## config.mk

```make
export PLATFORM = sky130hd
export DESIGN_NAME = lcs_queue
export DESIGN_NICKNAME = d
export VERILOG_FILES = /design/src/rtl/lcs_pkg.sv /design/src/rtl/lcs_queue.sv
export SDC_FILE = /design/constraint.sdc
export NUM_CORES = 1
export LEC_CHECK = 0
export BUFFER_PORTS_ARGS = -buffer_cell sky130_fd_sc_hd__buf_4
export CAP_MARGIN = 30
export CORE_MARGIN = 3
export CORE_UTILIZATION = 57
export CTS_CLUSTER_DIAMETER = 30
export DETAILED_ROUTE_END_ITERATION = 7
export PLACE_DENSITY = 0.76
export SLEW_MARGIN = 10
export SYNTH_ARGS = -nofsm -noshare
export SYNTH_HDL_FRONTEND = slang
export SYNTH_SLANG_ARGS = --single-unit
```

## constraint.sdc

```tcl
create_clock -name clk -period 11.34 [get_ports clk]
set_input_delay 1.134 -clock clk [delete_from_list [all_inputs] [get_ports clk]]
set_output_delay 1.134 -clock clk [all_outputs]
set_load 0.02 [all_outputs]
```

## src/rtl/lcs_pkg.sv

```systemverilog
// ----------------------------------------------------------------------------
// lcs_pkg
// Shared types, constants and fixed-point helpers for the line clipper.
// ----------------------------------------------------------------------------
package lcs_pkg;

  localparam int COORD_W     = 32;
  localparam int FRAC_W      = 16;
  localparam int CFG_W       = 14;
  localparam int CFG_IDX_W   = 1;
  localparam int QUEUE_DEPTH = 4;
  localparam int MAG_W       = 2 * COORD_W;

  localparam logic [CFG_IDX_W-1:0] REG_WIDTH  = 1'b0;
  localparam logic [CFG_IDX_W-1:0] REG_HEIGHT = 1'b1;

  localparam logic [CFG_W-1:0] WIDTH_RESET  = CFG_W'(640);
  localparam logic [CFG_W-1:0] HEIGHT_RESET = CFG_W'(480);

  typedef logic signed [COORD_W-1:0] coord_t;

  localparam coord_t COORD_MAX = {1'b0, {(COORD_W-1){1'b1}}};
  localparam coord_t COORD_MIN = {1'b1, {(COORD_W-1){1'b0}}};
  localparam coord_t ONE_FX    = coord_t'(MAG_W'(1) << FRAC_W);
  localparam logic [MAG_W-1:0] MAG_LIMIT = MAG_W'(1) << (COORD_W - 1);

  typedef enum logic [2:0] {
    STAT_OUTSIDE  = 3'd0,
    STAT_INSIDE   = 3'd1,
    STAT_HORIZ    = 3'd2,
    STAT_VERT     = 3'd3,
    STAT_CLIPPED  = 3'd4,
    STAT_REJECTED = 3'd5
  } status_t;

  typedef enum logic [2:0] {
    PH_IDLE,
    PH_DSTART,
    PH_DWAIT,
    PH_MUL,
    PH_WB,
    PH_DECIDE
  } phase_t;

  typedef enum logic [3:0] {
    OP_SLOPE,
    OP_H_LU,
    OP_H_LV,
    OP_H_RU,
    OP_H_RV,
    OP_G_L,
    OP_G_R,
    OP_G_T,
    OP_G_B
  } op_t;

  typedef struct packed {
    logic   ndc_mode;
    coord_t start_x;
    coord_t start_y;
    coord_t start_u;
    coord_t start_v;
    coord_t end_x;
    coord_t end_y;
    coord_t end_u;
    coord_t end_v;
  } item_t;

  typedef struct packed {
    logic [2:0] clip_status;
    coord_t     left_x;
    coord_t     left_y;
    coord_t     left_u;
    coord_t     left_v;
    coord_t     right_x;
    coord_t     right_y;
    coord_t     right_u;
    coord_t     right_v;
    coord_t     slope;
  } result_t;

  // One classified segment, ordered into left and right endpoints.
  typedef struct packed {
    status_t status;
    logic    bot_is_left;
    coord_t  lx;
    coord_t  ly;
    coord_t  lu;
    coord_t  lv;
    coord_t  rx;
    coord_t  ry;
    coord_t  ru;
    coord_t  rv;
    coord_t  dx;
    coord_t  dy;
  } entry_t;

  typedef struct packed {
    logic empty;
    logic full;
  } qstat_t;

  function automatic coord_t sat1(input logic [COORD_W:0] a);
    coord_t r;
    if (a[COORD_W] != a[COORD_W-1]) begin
      r = a[COORD_W] ? COORD_MIN : COORD_MAX;
    end else begin
      r = coord_t'(a[COORD_W-1:0]);
    end
    return r;
  endfunction

  function automatic coord_t add_sat(input coord_t a, input coord_t b);
    return sat1({a[COORD_W-1], a} + {b[COORD_W-1], b});
  endfunction

  function automatic coord_t sub_sat(input coord_t a, input coord_t b);
    return sat1({a[COORD_W-1], a} - {b[COORD_W-1], b});
  endfunction

  function automatic logic [COORD_W-1:0] mag(input coord_t a);
    logic [COORD_W-1:0] r;
    r = a[COORD_W-1] ? (~a + 1'b1) : a;
    return r;
  endfunction

  // Signed result from a magnitude and a sign, saturated to the coordinate range.
  function automatic coord_t from_mag(input logic [MAG_W-1:0] m, input logic neg);
    coord_t r;
    if (neg) begin
      r = (m > MAG_LIMIT) ? COORD_MIN : coord_t'(-m[COORD_W-1:0]);
    end else begin
      r = (m > MAG_LIMIT - 1'b1) ? COORD_MAX : coord_t'(m[COORD_W-1:0]);
    end
    return r;
  endfunction

  function automatic coord_t to_fx(input logic [CFG_W-1:0] v);
    return coord_t'({v, {FRAC_W{1'b0}}});
  endfunction

endpackage

```

## src/rtl/lcs_queue.sv

```systemverilog
// ----------------------------------------------------------------------------
// lcs_queue
// Short FIFO of classified segments between the front and back sections.
// ----------------------------------------------------------------------------
module lcs_queue #(
  parameter int QUEUE_DEPTH = lcs_pkg::QUEUE_DEPTH
) (
  input  logic            clk,
  input  logic            rst,
  input  logic            push,
  input  lcs_pkg::entry_t din,
  input  logic            pop,
  output lcs_pkg::entry_t dout,
  output lcs_pkg::qstat_t stat
);

  localparam int PTR_W = (QUEUE_DEPTH > 1) ? $clog2(QUEUE_DEPTH) : 1;
  localparam int CNT_W = $clog2(QUEUE_DEPTH + 1);

  lcs_pkg::entry_t  mem [QUEUE_DEPTH];
  logic [PTR_W-1:0] wr_ptr;
  logic [PTR_W-1:0] rd_ptr;
  logic [CNT_W-1:0] count;

  assign dout       = mem[rd_ptr];
  assign stat.empty = (count == '0);
  assign stat.full  = (count == CNT_W'(QUEUE_DEPTH));

  always_ff @(posedge clk) begin
    if (push) begin
      mem[wr_ptr] <= din;
    end
  end

  always_ff @(posedge clk) begin
    if (rst) begin
      wr_ptr <= '0;
      rd_ptr <= '0;
      count  <= '0;
    end else begin
      if (push) begin
        wr_ptr <= (wr_ptr == PTR_W'(QUEUE_DEPTH - 1)) ? '0 : wr_ptr + 1'b1;
      end
      if (pop) begin
        rd_ptr <= (rd_ptr == PTR_W'(QUEUE_DEPTH - 1)) ? '0 : rd_ptr + 1'b1;
      end
      count <= count + CNT_W'(push) - CNT_W'(pop);
    end
  end

endmodule

```

# Word level (Yosys, flattened, before mapping)
# Memories as Yosys holds them, arrays and structs flattened. A register that Yosys moved wholly into a read port is not among the register bits.
# Index checks and enable logic that the tools add are counted.
[op_classes]
mux = 6
eq_ne = 3
n_reduce_logical = 1
add_sub_neg = 4
[op_table]
columns = ["operator", "count"]
rows = [
  ["$mux 2", 4],
  ["$add 2x1->2 const B", 2],
  ["$eq 2x2->1 const B", 2],
  ["$add 3x1->3", 1],
  ["$eq 3x3->1 const B", 1],
  ["$logic_not 3->1", 1],
  ["$sub 3x1->3", 1],
  ["$mux 1", 2],
]
[word_totals]
input_bits = 328
output_inout_bits = 326
memories = 1
reg_bits = 7
ramBits = 1296
wordCells = 18
[mem_list]
columns = ["memory", "depth", "width", "read_ports", "rd_ports_with_merged_regs", "wr", "line", "text"]
rows = [
  ["mem", 4, 324, 1, 1, 1, "lcs_queue.sv:20", "lcs_pkg::entry_t mem [QUEUE_DEPTH];"],
]

# Longest topological paths before layout
[logic_depth]
depth_word = 4
depth_mapped = 7
mapped_depth_nobuf = 7

# Least setup slack after synthesis
# OpenSTA, ideal clock, no wires.
[synth_timing]
path_type = "in2reg"
from = "in push"
to = "mem mem[0][0] in the netlist's numbering (enable)"
slack_ps = 2179
required_time_ps = 10614
n_path_buf = 0
setup_time_ps = 726
t_arrival_ps = 8435
cell_stages = 1
cell_sequence = "and2_1"
[synth_between]
elab_chain_len = 2
[synth_lines]
columns = ["element", "line", "text"]
rows = [
  ["start, declared", "lcs_queue.sv:10", "input logic push,"],
  ["$mux 1", "lcs_queue.sv:30", "if (push) begin"],
  ["$mux 1 (implied by the code)", "lcs_queue.sv:31", "mem[wr_ptr] <= din;"],
  ["end, declared", "lcs_queue.sv:20", ""],
]
# Every way passes these cells.

==> out/results.ini <==
[run_status]
outcome=finished clean

[floorplanning]
num_rows=104
dieArea_um2=86300
core_um2=81300
fp.dieH_um=294
die_w_um=294
start_util_pct=58.0
io-pin-count=654

[cts]
cts.sinks=1305
htreeDepth=4
clockBufferDepth=3
cts_setup_buffers=0
cts_tree=yes
clk_pin_slew_ps=50
clock_latency_ps=760
ctsResizeCount=0
cts_root_buf=clkbuf_16
cts_buffers=207
ctsHoldBuffers=0

[cells_and_area]
finalNetCount=2896
layoutNonFillerInstCount=3819
drive_above_1_share_pct=50.0
areaGrowthSynthToFinish_pct=28.7
nFillCells=4082

[route]
first_pass_iters=5
first_iter_violations=1861
finalWirelength_um=111000
route.detailed.drc=0
vias_per_cell=5.86
ant_nets=0
vias=22400
wire_per_inst_um=29.1

[setup_path]
reg2regPathDepth=4
reg2reg_to=mem[1][268]
worst_ep_required_time_ps=10210
crit_type=reg -> out
path_max_fanout=93
startpoint_type=register
r2r_setup_slack_ps=7900
crit_arrival_ps=3500
r2r-start=wr_ptr[0]
endpoint_kind=output pin

[timing]
final-max-slew-violation-count=0
finalSetupTns_ps=0
max_freq_ghz=0.216
finClkSkew_ps=27.8
worst_pin_slew_ps=1140
setup_violations=0
rsz0062_at_grt=false
min_period_ps=4630
hold_violations=0
slew_headroom_pct=24.0
timing.final.crit_share_pct=40.8

[min_path]
hold_path_depth=2
hold_start=rd_ptr[1]
hp-class=reg -> reg

[grt]
grtUsageTotal_pct=25.9
grt_pass1_vias=24300
grt_overflow=0
grt_max_degree=149
antenna_found_initial=24
grt_pass1_wl_um=162000

[logic_synthesis]
synth.cell_area_um2=47200
yosysMostFrequentCell=edfxtp_1
synthFlopType=edfxtp_1
synthTopCellsByArea=edfxtp_1 82%, mux4_2 15%, buf_6 0.72%, dfxtp_1 0.38%, buf_2 0.37%
ys_seq_elements=1305
synthTopCellsByCount=1296 x edfxtp_1, 324 x mux4_2, 35 x buf_2, 30 x buf_6, 9 x dfxtp_1
synth_edf_count=1296
yosysWarnings=0
avgSynthCellArea_um2=27.2
synth_top_area_share_pct=82.4
async_reset_ff_share_pct=0
synth_seq_area_share_pct=82.8
ys_types=19
synthCells=1735
syn_nets=2071
synth_top_area_cell=edfxtp_1

[placed_design]
place_inst=3404
dpl.hpwl_um=62900
place.gp.congestion=0.781
port_buffers=653

[flow_run]
drv_cap=0

[power]
vdd_drop_max_mv=0.194
p_leak_uw=0.0208
cellPowerDensity_nw_per_um2=216

## per-layer routing
| metal | GRT usage, % | vias up | routed length, µm |
|---|---|---|---|
| met4 | 10.3 | 14 | 3770 |
| met1 | 32.1 | 11600 | 38700 |
| li1 | - | 9332 | - |
| met3 | 8.53 | 208 | 11000 |
| met5 | 0 | - | 96 |
| met2 | 43.0 | 1166 | 57400 |
## layout make-up
| type | instances | area (µm²) | share of cell area, % |
|---|---|---|---|
| diodes | 18 | 45.0 | 0.0742 |
| clock buffers | 226 | 5370 | 8.84 |
| clock inverters | 164 | 1870 | 3.08 |
| inverters | 6 | 22.5 | 0.0371 |
| multi-input cells | 352 | 7560 | 12.4 |
| flip-flops and latches | 1305 | 39100 | 64.4 |
| well taps | 1060 | 1330 | 2.18 |
| repair buffers | 688 | 5440 | 8.96 |
## per-stage QoR
step / area (µm²) / worst slack [ps] / hold slack (ps) / util (%) / total power [µW]
after floorplan: 47200 / 2180 / 469 / - / 6320
after global placement: 53200 / 6590 / 472 / 65.4 / 6750
after detailed placement: 53300 / 6980 / 511 / 65.5 / 6790
after CTS: 60500 / 6300 / 506 / 74.4 / 13200
after global routing: 60700 / 6450 / 527 / 74.7 / 13500
final: 60700 / 6710 / 548 / 74.7 / 13100
## logic make-up after synthesis
family                   after synthesis  synth area share, %
AO/OA/AOI/OAI                          2               0.0212
AND/OR/NAND/NOR                       15                0.191
multiplexers                         326                 15.5
buffers and inverters                 78                 1.19
XOR/XNOR                               1               0.0504
flip-flops                          1305                 82.8
adder cells (fa/ha/maj)                8                0.228
## layout by cell type, fill, tap and decap left out
cell type	n
edfxtp_1	1296
buf_4	672
mux4_2	324
clkbuf_16	212
inv_6	34
clkinv_1	26
bufinv_16	26
clkinvlp_4	25
clkinv_2	22
diode_2	18
clkinv_4	16
clkbuf_1	13
buf_16	10
inv_8	9
ha_1	7
dfxtp_1	7
inv_1	6
buf_12	6
and2_4	4
clkinv_16	4
nor2_1	3
nor2b_1	2
or3b_2	2
nand2b_1	2
a21oi_1	2
mux2i_1	2
dfxtp_4	2
clkinv_8	2
nor3_1	1
and3_1	1
xor3_1	1
fa_1	1
clkbuf_8	1
## how the worst max path moves through the flow
stage | endpoint | slack, ps | depth (start not counted)
finish | dout[251] | 6710 | 5
global placement | dout[167] | 6590 | 4
floorplan | mem[0][0] | 2180 | 1
global route | dout[251] | 6450 | 5
CTS | dout[251] | 6300 | 4
detailed placement | mem[3][163] | 6980 | 4
## flip-flops by register name (all words and copies together), names as in the netlist, named ones only
signal / flops
rd_ptr: 2
count: 3
wr_ptr: 2
mem: 1296
## critical path: stages, from the launching register on
cell     delay [ps]
dfxtp_4         480
buf_16          300
buf_4           360
buf_12          580
mux4_2          660
buf_4           190
## report_power, final
group,internal (µW),switching [µW],leakage (µW),total [µW]
combinational,502,638,0.00532,1140
clock,4070,2340,0.00347,6410
sequential,5520,52.1,0.0120,5570
total,10100,3030,0.0208,13100
Note: power is estimated with default switching activity, not from simulation.
